File: src/rtl/ppdc_pkg.sv
// Types and constants shared by the PWM prescaler, period and duty calculator.
`timescale 1ns / 1ps
package ppdc_pkg;

  localparam int unsigned FREQ_W  = 32;
  localparam int unsigned DUTY_W  = 16;
  localparam int unsigned PSEL_W  = 3;
  localparam int unsigned TOP_W   = 15;
  localparam int unsigned SEQ_W   = 16;
  localparam int unsigned LIM_W   = TOP_W + FREQ_W;
  localparam int unsigned DIV_W   = 48;
  localparam int unsigned QUOT_W  = 15;
  localparam int unsigned PROD_W  = 2 * TOP_W;

  localparam logic [TOP_W-1:0] TOP_MIN    = 15'd3;
  localparam logic [TOP_W-1:0] HUNDRED_Q8 = 15'd25600;

  typedef enum logic [3:0] {
    ST_IDLE,
    ST_SEARCH,
    ST_DIV_TOP,
    ST_TOP_SET,
    ST_MUL,
    ST_CMP_START,
    ST_DIV_CMP,
    ST_CMP_SET,
    ST_DONE
  } ppdc_state_e;

  typedef struct packed {
    logic load;
    logic search_step;
    logic top_clamp;
    logic div_start;
    logic div_src_prod;
    logic div_step;
    logic top_set;
    logic mul;
    logic cmp_set;
    logic out_load;
  } ppdc_cmd_t;

  typedef struct packed {
    logic freq_zero;
    logic fits;
    logic p_last;
    logic div_last;
  } ppdc_sts_t;

endpackage

File: src/rtl/ppdc_ifs.sv
// Valid/ready channel interfaces for request and result transfers.
`timescale 1ns / 1ps
interface ppdc_in_if
  import ppdc_pkg::*;
();
  logic                     valid;
  logic                     ready;
  logic [FREQ_W-1:0]        freq_q8;
  logic signed [DUTY_W-1:0] duty_q8;

  modport source (output valid, freq_q8, duty_q8, input ready);
  modport sink   (input valid, freq_q8, duty_q8, output ready);
endinterface

interface ppdc_out_if
  import ppdc_pkg::*;
();
  logic              valid;
  logic              ready;
  logic              accepted;
  logic [PSEL_W-1:0] prescale_sel;
  logic [TOP_W-1:0]  period_top;
  logic [TOP_W-1:0]  compare_val;
  logic [SEQ_W-1:0]  seq_word;

  modport source (output valid, accepted, prescale_sel, period_top, compare_val, seq_word,
                  input ready);
  modport sink   (input valid, accepted, prescale_sel, period_top, compare_val, seq_word,
                  output ready);
endinterface

File: src/rtl/pwm_prescaler_period_duty_calc.sv
// A zero-frequency request goes straight from the search to the result; otherwise the
// period is clamped (p = PRESCALE_MAX) or divided before the compare value is divided.
// One request is handled at a time; the next request is taken the cycle
// after the result is loaded, while that result may still wait in the output register.
// One compare per prescaler, then the shared 15-step divider for period and compare value.
// Reset (async, active low) returns the controller to idle and empties the output register.
`timescale 1ns / 1ps
module pwm_prescaler_period_duty_calc
  import ppdc_pkg::*;
#(
  parameter int unsigned BASE_CLOCK_HZ = 16000000,
  parameter int unsigned TOP_MAX       = 32767,
  parameter int unsigned PRESCALE_MAX  = 7
) (
  input  logic   clk_i,
  input  logic   rst_ni,
  ppdc_in_if.sink    in_i,
  ppdc_out_if.source out_o
);

  ppdc_cmd_t cmd;
  ppdc_sts_t sts;

  ppdc_ctrl u_ctrl (
    .clk_i       (clk_i),
    .rst_ni      (rst_ni),
    .in_valid_i  (in_i.valid),
    .in_ready_o  (in_i.ready),
    .out_valid_o (out_o.valid),
    .out_ready_i (out_o.ready),
    .sts_i       (sts),
    .cmd_o       (cmd)
  );

  ppdc_dp #(
    .BASE_CLOCK_HZ (BASE_CLOCK_HZ),
    .TOP_MAX       (TOP_MAX),
    .PRESCALE_MAX  (PRESCALE_MAX)
  ) u_dp (
    .clk_i          (clk_i),
    .rst_ni         (rst_ni),
    .cmd_i          (cmd),
    .sts_o          (sts),
    .freq_i         (in_i.freq_q8),
    .duty_i         (in_i.duty_q8),
    .accepted_o     (out_o.accepted),
    .prescale_sel_o (out_o.prescale_sel),
    .period_top_o   (out_o.period_top),
    .compare_val_o  (out_o.compare_val),
    .seq_word_o     (out_o.seq_word)
  );

endmodule

File: src/rtl/ppdc_div.sv
// Restoring divider, one quotient bit per cycle while step_i is high, quotient known to fit 15 bits.
`timescale 1ns / 1ps
module ppdc_div
  import ppdc_pkg::*;
(
  input  logic              clk_i,
  input  logic              rst_ni,
  input  logic              start_i,
  input  logic              step_i,
  input  logic [DIV_W-1:0]  dividend_i,
  input  logic [FREQ_W-1:0] divisor_i,
  output logic [QUOT_W-1:0] quot_o,
  output logic              last_o
);

  localparam int unsigned CNT_W = $clog2(QUOT_W);

  logic [DIV_W-1:0]  rem_q, rem_d;
  logic [DIV_W-1:0]  dsh_q, dsh_d;
  logic [QUOT_W-1:0] quot_q, quot_d;
  logic [CNT_W-1:0]  cnt_q, cnt_d;
  logic              ge;

  assign ge = rem_q >= dsh_q;

  always_comb begin
    rem_d  = rem_q;
    dsh_d  = dsh_q;
    quot_d = quot_q;
    cnt_d  = cnt_q;
    if (start_i) begin
      rem_d  = dividend_i;
      dsh_d  = DIV_W'(divisor_i) << (QUOT_W - 1);
      quot_d = '0;
      cnt_d  = CNT_W'(QUOT_W - 1);
    end else if (step_i) begin
      if (ge) begin
        rem_d = rem_q - dsh_q;
      end
      dsh_d  = dsh_q >> 1;
      quot_d = {quot_q[QUOT_W-2:0], ge};
      cnt_d  = cnt_q - 1'b1;
    end
  end

  always_ff @(posedge clk_i or negedge rst_ni) begin
    if (!rst_ni) begin
      cnt_q <= '0;
    end else begin
      cnt_q <= cnt_d;
    end
  end

  always_ff @(posedge clk_i) begin
    rem_q  <= rem_d;
    dsh_q  <= dsh_d;
    quot_q <= quot_d;
  end

  assign quot_o = quot_q;
  assign last_o = cnt_q == '0;

endmodule

File: src/rtl/ppdc_dp.sv
// Datapath: operand registers, prescaler search, multiplier, divider and result register.
`timescale 1ns / 1ps
module ppdc_dp
  import ppdc_pkg::*;
#(
  parameter int unsigned BASE_CLOCK_HZ = 16000000,
  parameter int unsigned TOP_MAX       = 32767,
  parameter int unsigned PRESCALE_MAX  = 7
) (
  input  logic                     clk_i,
  input  logic                     rst_ni,
  input  ppdc_cmd_t                cmd_i,
  output ppdc_sts_t                sts_o,
  input  logic [FREQ_W-1:0]        freq_i,
  input  logic signed [DUTY_W-1:0] duty_i,
  output logic                     accepted_o,
  output logic [PSEL_W-1:0]        prescale_sel_o,
  output logic [TOP_W-1:0]         period_top_o,
  output logic [TOP_W-1:0]         compare_val_o,
  output logic [SEQ_W-1:0]         seq_word_o
);

  localparam int unsigned BASE_W = $clog2(BASE_CLOCK_HZ + 1);
  localparam int unsigned NUM_W  = BASE_W + 8;
  localparam int unsigned P_W    = $clog2(PRESCALE_MAX + 1);
  localparam logic [TOP_W-1:0] TopMax = TOP_W'(TOP_MAX);

  logic [FREQ_W-1:0] freq_q;
  logic [LIM_W-1:0]  lim_q;
  logic [TOP_W-1:0]  duty_q, duty_d;
  logic              zero_q;
  logic [BASE_W-1:0] base_q;
  logic [P_W-1:0]    p_q;
  logic [TOP_W-1:0]  top_q;
  logic [PROD_W-1:0] prod_q;
  logic [TOP_W-1:0]  cmp_q;

  logic              out_acc_q;
  logic [PSEL_W-1:0] out_p_q;
  logic [TOP_W-1:0]  out_top_q;
  logic [TOP_W-1:0]  out_cmp_q;
  logic [SEQ_W-1:0]  out_seq_q;

  logic [NUM_W-1:0]  num;
  logic [DIV_W-1:0]  div_dividend;
  logic [FREQ_W-1:0] div_divisor;
  logic [QUOT_W-1:0] quot;
  logic              div_last;

  // Shifted base clock in Q.8, the dividend of the period quotient
  assign num = {base_q, 8'd0};

  always_comb begin
    if (duty_i[DUTY_W-1]) begin
      duty_d = '0;
    end else if (duty_i[DUTY_W-2:0] > HUNDRED_Q8) begin
      duty_d = HUNDRED_Q8;
    end else begin
      duty_d = duty_i[DUTY_W-2:0];
    end
  end

  assign div_dividend = cmd_i.div_src_prod ? DIV_W'(prod_q) : DIV_W'(num);
  assign div_divisor  = cmd_i.div_src_prod ? FREQ_W'(HUNDRED_Q8) : freq_q;

  ppdc_div u_div (
    .clk_i      (clk_i),
    .rst_ni     (rst_ni),
    .start_i    (cmd_i.div_start),
    .step_i     (cmd_i.div_step),
    .dividend_i (div_dividend),
    .divisor_i  (div_divisor),
    .quot_o     (quot),
    .last_o     (div_last)
  );

  always_ff @(posedge clk_i) begin
    if (cmd_i.load) begin
      freq_q <= freq_i;
      lim_q  <= LIM_W'(TopMax) * LIM_W'(freq_i);
      duty_q <= duty_d;
      zero_q <= freq_i == '0;
      base_q <= BASE_W'(BASE_CLOCK_HZ);
      p_q    <= '0;
    end else if (cmd_i.search_step) begin
      base_q <= base_q >> 1;
      p_q    <= p_q + 1'b1;
    end
    if (cmd_i.top_clamp) begin
      top_q <= TopMax;
    end else if (cmd_i.top_set) begin
      top_q <= (quot < TOP_MIN) ? TOP_MIN : quot;
    end
    if (cmd_i.mul) begin
      prod_q <= PROD_W'(top_q) * PROD_W'(duty_q);
    end
    if (cmd_i.cmp_set) begin
      cmp_q <= (quot > top_q) ? top_q : quot;
    end
    if (cmd_i.out_load) begin
      out_acc_q <= !zero_q;
      if (zero_q) begin
        out_p_q   <= '0;
        out_top_q <= '0;
        out_cmp_q <= '0;
        out_seq_q <= '0;
      end else begin
        out_p_q   <= PSEL_W'(p_q);
        out_top_q <= top_q;
        out_cmp_q <= cmp_q;
        out_seq_q <= {1'b1, cmp_q};
      end
    end
  end

  assign sts_o.freq_zero = zero_q;
  assign sts_o.fits      = LIM_W'(num) <= lim_q;
  assign sts_o.p_last    = p_q == P_W'(PRESCALE_MAX);
  assign sts_o.div_last  = div_last;

  assign accepted_o     = out_acc_q;
  assign prescale_sel_o = out_p_q;
  assign period_top_o   = out_top_q;
  assign compare_val_o  = out_cmp_q;
  assign seq_word_o     = out_seq_q;

endmodule

File: src/rtl/ppdc_ctrl.sv
// Controller: sequences search, divisions and multiply, and owns the handshakes.
`timescale 1ns / 1ps
module ppdc_ctrl
  import ppdc_pkg::*;
(
  input  logic      clk_i,
  input  logic      rst_ni,
  input  logic      in_valid_i,
  output logic      in_ready_o,
  output logic      out_valid_o,
  input  logic      out_ready_i,
  input  ppdc_sts_t sts_i,
  output ppdc_cmd_t cmd_o
);

  ppdc_state_e state_q, state_d;
  logic        out_valid_q, out_valid_d;
  logic        out_free;

  assign out_free = !out_valid_q || out_ready_i;

  always_comb begin
    state_d = state_q;
    case (state_q)
      ST_IDLE: begin
        if (in_valid_i) state_d = ST_SEARCH;
      end
      ST_SEARCH: begin
        if (sts_i.freq_zero) begin
          state_d = ST_DONE;
        end else if (sts_i.fits) begin
          state_d = ST_DIV_TOP;
        end else if (sts_i.p_last) begin
          state_d = ST_MUL;
        end
      end
      ST_DIV_TOP: begin
        if (sts_i.div_last) state_d = ST_TOP_SET;
      end
      ST_TOP_SET:   state_d = ST_MUL;
      ST_MUL:       state_d = ST_CMP_START;
      ST_CMP_START: state_d = ST_DIV_CMP;
      ST_DIV_CMP: begin
        if (sts_i.div_last) state_d = ST_CMP_SET;
      end
      ST_CMP_SET:   state_d = ST_DONE;
      ST_DONE: begin
        if (out_free) state_d = ST_IDLE;
      end
      default:      state_d = ST_IDLE;
    endcase
  end

  always_comb begin
    cmd_o       = '0;
    in_ready_o  = 1'b0;
    out_valid_d = out_valid_q && !out_ready_i;
    case (state_q)
      ST_IDLE: begin
        in_ready_o = 1'b1;
        cmd_o.load = in_valid_i;
      end
      ST_SEARCH: begin
        if (!sts_i.freq_zero) begin
          if (sts_i.fits) begin
            cmd_o.div_start = 1'b1;
          end else if (sts_i.p_last) begin
            cmd_o.top_clamp = 1'b1;
          end else begin
            cmd_o.search_step = 1'b1;
          end
        end
      end
      ST_DIV_TOP:   cmd_o.div_step = 1'b1;
      ST_TOP_SET:   cmd_o.top_set = 1'b1;
      ST_MUL:       cmd_o.mul = 1'b1;
      ST_CMP_START: begin
        cmd_o.div_start    = 1'b1;
        cmd_o.div_src_prod = 1'b1;
      end
      ST_DIV_CMP:   cmd_o.div_step = 1'b1;
      ST_CMP_SET:   cmd_o.cmp_set = 1'b1;
      ST_DONE: begin
        // hold until the result register is free, then load it
        if (out_free) begin
          cmd_o.out_load = 1'b1;
          out_valid_d    = 1'b1;
        end
      end
      default: ;
    endcase
  end

  always_ff @(posedge clk_i or negedge rst_ni) begin
    if (!rst_ni) begin
      state_q     <= ST_IDLE;
      out_valid_q <= 1'b0;
    end else begin
      state_q     <= state_d;
      out_valid_q <= out_valid_d;
    end
  end

  assign out_valid_o = out_valid_q;

endmodule

File: src/flat_wrapper.sv
// flat-port wrapper written by rule: the top's interface ports become plain ports
module pwm_prescaler_period_duty_calc_flat import ppdc_pkg::*;
#(
  parameter int unsigned BASE_CLOCK_HZ = 16000000,
  parameter int unsigned TOP_MAX       = 32767,
  parameter int unsigned PRESCALE_MAX  = 7
)
  (clk_i, rst_ni, in_i_valid, in_i_freq_q8, in_i_duty_q8, in_i_ready, out_o_valid, out_o_accepted, out_o_prescale_sel, out_o_period_top, out_o_compare_val, out_o_seq_word, out_o_ready);
  ppdc_in_if in_i_i ();
  ppdc_out_if out_o_i ();
  input  logic clk_i;
  input  logic rst_ni;
  input wire logic [$bits(in_i_i.valid)-1:0] in_i_valid;
  input wire logic [$bits(in_i_i.freq_q8)-1:0] in_i_freq_q8;
  input wire logic [$bits(in_i_i.duty_q8)-1:0] in_i_duty_q8;
  output wire logic [$bits(in_i_i.ready)-1:0] in_i_ready;
  output wire logic [$bits(out_o_i.valid)-1:0] out_o_valid;
  output wire logic [$bits(out_o_i.accepted)-1:0] out_o_accepted;
  output wire logic [$bits(out_o_i.prescale_sel)-1:0] out_o_prescale_sel;
  output wire logic [$bits(out_o_i.period_top)-1:0] out_o_period_top;
  output wire logic [$bits(out_o_i.compare_val)-1:0] out_o_compare_val;
  output wire logic [$bits(out_o_i.seq_word)-1:0] out_o_seq_word;
  input wire logic [$bits(out_o_i.ready)-1:0] out_o_ready;
  assign in_i_i.valid = in_i_valid;
  assign in_i_i.freq_q8 = in_i_freq_q8;
  assign in_i_i.duty_q8 = in_i_duty_q8;
  assign in_i_ready = in_i_i.ready;
  assign out_o_valid = out_o_i.valid;
  assign out_o_accepted = out_o_i.accepted;
  assign out_o_prescale_sel = out_o_i.prescale_sel;
  assign out_o_period_top = out_o_i.period_top;
  assign out_o_compare_val = out_o_i.compare_val;
  assign out_o_seq_word = out_o_i.seq_word;
  assign out_o_i.ready = out_o_ready;
  pwm_prescaler_period_duty_calc #(.BASE_CLOCK_HZ(BASE_CLOCK_HZ), .TOP_MAX(TOP_MAX), .PRESCALE_MAX(PRESCALE_MAX)) u_core (.clk_i(clk_i), .rst_ni(rst_ni), .in_i(in_i_i), .out_o(out_o_i));
endmodule
File: config.mk
export PLATFORM = sky130hd
export DESIGN_NAME = pwm_prescaler_period_duty_calc_flat
export DESIGN_NICKNAME = d
export VERILOG_FILES = /design/src/rtl/ppdc_pkg.sv /design/src/rtl/ppdc_ifs.sv /design/src/rtl/pwm_prescaler_period_duty_calc.sv /design/src/rtl/ppdc_div.sv /design/src/rtl/ppdc_dp.sv /design/src/rtl/ppdc_ctrl.sv /design/src/flat_wrapper.sv
export SDC_FILE = /design/constraint.sdc
export NUM_CORES = 2
export LEC_CHECK = 0
export BUFFER_PORTS_ARGS = -buffer_cell sky130_fd_sc_hd__buf_2
export CAP_MARGIN = 0
export CORE_ASPECT_RATIO = 1.1
export CORE_MARGIN = 5
export CORE_UTILIZATION = 35
export DETAILED_ROUTE_END_ITERATION = 8
export HOLD_SLACK_MARGIN = 0.12
export PLACE_DENSITY = 0.49
export SETUP_SLACK_MARGIN = 0.3
export SYNTH_ARGS = -nofsm -noshare
export SYNTH_HDL_FRONTEND = slang
export SYNTH_HIERARCHICAL = 1
export SYNTH_SLANG_ARGS = --single-unit
File: constraint.sdc
create_clock -name clk_i -period 13.63 [get_ports clk_i]
set_input_delay 2.726 -clock clk_i [delete_from_list [all_inputs] [get_ports clk_i]]
set_output_delay 2.726 -clock clk_i [all_outputs]
set_load 0.02 [all_outputs]
==> impl_metrics.json <==
{
  "status": "complete, no violations",
  "netlist_top_cells_area": "fa_1 (24%), edfxtp_1 (23%), ha_1 (12%)",
  "fill_cell_instance_count_of_the_final_layout": 9457,
  "yosysSeqAreaShare_pct": 28.1,
  "io-pin-count": 104,
  "r2r_cells": 20,
  "worstHoldStart": "u_core/u_dp/u_div/dsh_q[11]",
  "report.final.hold_viol_count": 0,
  "yosys_register_bits": 333,
  "wire_length_of_the_first_global_routing_pass_mm": 132,
  "min_period_ps": 8440,
  "residual_drc_count": 0,
  "cts_buffers": 41,
  "final_layout_size_suffix_gt1_share_pct": 7.81,
  "syn_avg_cell_area_um2": 10.3,
  "globalRouteTotalUtil_pct": 16.5,
  "timing.critical_path.fanout_max": 6,
  "criticalPathCategory": "in -> reg",
  "coreArea_um2": 93800,
  "synthDominantCellAreaShare_pct": 24.0,
  "worst_setup_path_end_kind": "register",
  "clock_insertion_delay_worst_skew_ps": 590,
  "dr.pass1.iters": 5,
  "io_buffer_count": 103,
  "cts_root_buf": "clkbuf_16",
  "cts_setup_buffers": 0,
  "post-route-period-util_pct": 61.9,
  "crit_path_start_kind": "input port",
  "timing.critical_path.mode_cell": "fa_1",
  "rrSetupSlack_ps": 6840,
  "drt-total-wl_mm": 81.6,
  "synth_warnings": 6,
  "min_delay_worst_endpoint": "u_core/u_dp/u_div/dsh_q[11]",
  "die_width_um": 302,
  "crit_arrival_ps": 8760,
  "synth.cell_area_um2": 32900,
  "routed-via-count": 22400,
  "number_of_flops_mapped_to_enable_cells_by_yosys": 253,
  "detail-route-antenna-nets": 0,
  "floorplan.initialDensity_pct": 35.1,
  "pin_count_of_the_biggest_net_entering_global_routing": 180,
  "final_setup_skew_ps": 26.5,
  "hold_path.class": "reg -> reg",
  "viasPerCell": 4.92,
  "crit_required_ps": 13950,
  "globalRouteOverflowTotal": 0,
  "dr.first_iter.drc_count": 1181,
  "worst_path_max_delay_cell": "fa_1",
  "syn2layout_area_growth_pct": 9.66,
  "postCtsResizedCells": 0,
  "finalWeightedCongestion": 0.844,
  "ff_latch_area_um2": 9240,
  "die-height_um": 331,
  "min_path_cells": 2,
  "finalMaxSlewViolations": 0,
  "ctsHtreeMaxLevel": 2,
  "async_flop_share_pct": 2.70,
  "crit_start": "in_i_freq_q8[5]",
  "r2r-start": "u_core/u_dp/top_q[8]",
  "clkTransAtPathRegs_ps": 60,
  "std_cell_rows": 118,
  "cts_tree": "built",
  "slowest_delay_ps": 650,
  "cts.hold.buffers_added": 0,
  "yosys_most_used_dff": "edfxtp_1",
  "achievable-frequency_mhz": 119,
  "max-slew-margin-rel_pct": 28.6,
  "post_dp_hpwl_mm": 65.4,
  "post_synth_inst_count": 3206,
  "cts-root-to-sink-buffers": 3,
  "die-area_um2": 100000,
  "crit-reg2reg-capture": "u_core/u_dp/prod_q[28]",
  "cts_num_sinks": 333,
  "unrepaired_setup_endpoints_after_global_routing": "false",
  "worst-slew-pin-transition_ps": 1070,
  "synth.largest_area_cell": "fa_1",
  "synth_cell_types": 84,
  "worstPathCellList": "buf_2, inv_1, fa_1, inv_1, fa_1, fa_1, inv_1, fa_1, inv_1, fa_1, fa_1, ha_1, a21o_1, a21o_1, a211o_1, a211oi_4, a21oi_1, or3_1, a31o_1, a21oi_2, xnor2_1",
  "finalSetupTns_ps": 0,
  "first_global_vias": 23700,
  "drv_cap": 0,
  "multi_input_area_um2": 21300,
  "avgRoutedWirePerCell_um": 17.9,
  "setup-violations-final": 0,
  "nets": 4016,
  "grt_antenna_before_repair": 8
}
## cell usage in the layout, fill, tap and decap left out, types with 84 or more instances in the layout
cell type  instances
nand2_1          299
and2_1           118
ha_1             309
nor2_1           145
a21oi_1          127
a21o_1            84
buf_2            103
inv_1            494
fa_1             395
o21ai_0          121
edfxtp_1         253
## cell usage after synthesis, types with 18 or more instances
cell type  count
dfxtp_1       71
mux2_2        39
nor3_1        27
a21oi_1      128
a21o_1        85
nand3_1       32
buf_4         18
a31oi_1       26
nand2_1      299
and2_1       120
nor2_1       146
ha_1         309
nand4_1       29
inv_1        494
fa_1         395
o21ai_0      121
o211ai_1      22
o21bai_1      19
clkbuf_1      93
edfxtp_1     253
xnor2_1       68
nor2b_1       72
mux2i_1       52
xor2_1        47
## registers in the layout, summed over array words and instances, names as in the netlist, 24 cells and up
register and count:
u_core/u_dp/u_div/dsh_q 46, u_core/u_dp/base_q 24, u_core/u_dp/freq_q 32, u_core/u_dp/prod_q 30
u_core/u_dp/lim_q 46, u_core/u_dp/u_div/rem_q 48
## metal layers
| metal | GRT usage [%] | vias to the layer above | part of all wire [%] |
|---|---|---|---|
| met2 | 28.7 | 308 | 50 |
| met1 | 21.7 | 11200 | 44 |
| met3 | 2.32 | 86 | 3.8 |
| met5 | 0 | - | 0 |
| li1 | - | 10800 | - |
| met4 | 3.54 | 0 | 2.0 |
## through the flow
stage	utilization, %	cells	cell area (µm²)	hold WS (ps)	worst slack [ps]
finish	38.5	4557	36100	529	5190
global placement	37.0	4477	34700	502	4650
global route	38.5	4552	36000	553	4890
detailed placement	37.0	4477	34700	516	4590
floorplan	-	3221	32900	463	5210
CTS	38.5	4552	36000	530	5210
## final cells by class
cell class                 count  share of cell area, %
sequential                   333                   25.6
tap                         1260                   4.37
antenna                        5                 0.0347
inverter                     494                   5.14
clock buffer                  50                   3.02
multi-input combinational   2269                   59.2
timing repair buffer         121                   1.84
clock inverter                25                  0.801
## logic make-up after synthesis
kind of cell    share of synthesized area (%)
compound gates                           10.7
xor+xnor                                 3.06
fa+ha+maj                                35.8
buf+inv                                  7.31
flops                                    28.1
mux                                      2.92
other cells                            0.0114
simple gates                             12.1
## worst max-delay path by stage
stage               slack (ps)  cells after the start                    end
detailed placement        4590                     21  u_core/u_dp/lim_q[45]
finish                    5190                     21  u_core/u_dp/lim_q[45]
global route              4890                     19  u_core/u_dp/lim_q[44]
floorplan                 5210                     20  u_core/u_dp/lim_q[45]
CTS                       5210                     21  u_core/u_dp/lim_q[45]
global placement          4650                     21  u_core/u_dp/lim_q[45]
## worst max-delay path, delay by kind of cell
family	cells	cell delay, ps
XOR/XNOR	1	70
buffers and inverters	5	420
AND/OR/NAND/NOR	1	400
AO/OA/AOI/OAI	7	1580
adder cells (fa/ha/maj)	7	3520
Power is left out: the tool's default activity adds up to more than one toggle a clock period on the data nets, which glitch-free logic cannot reach.
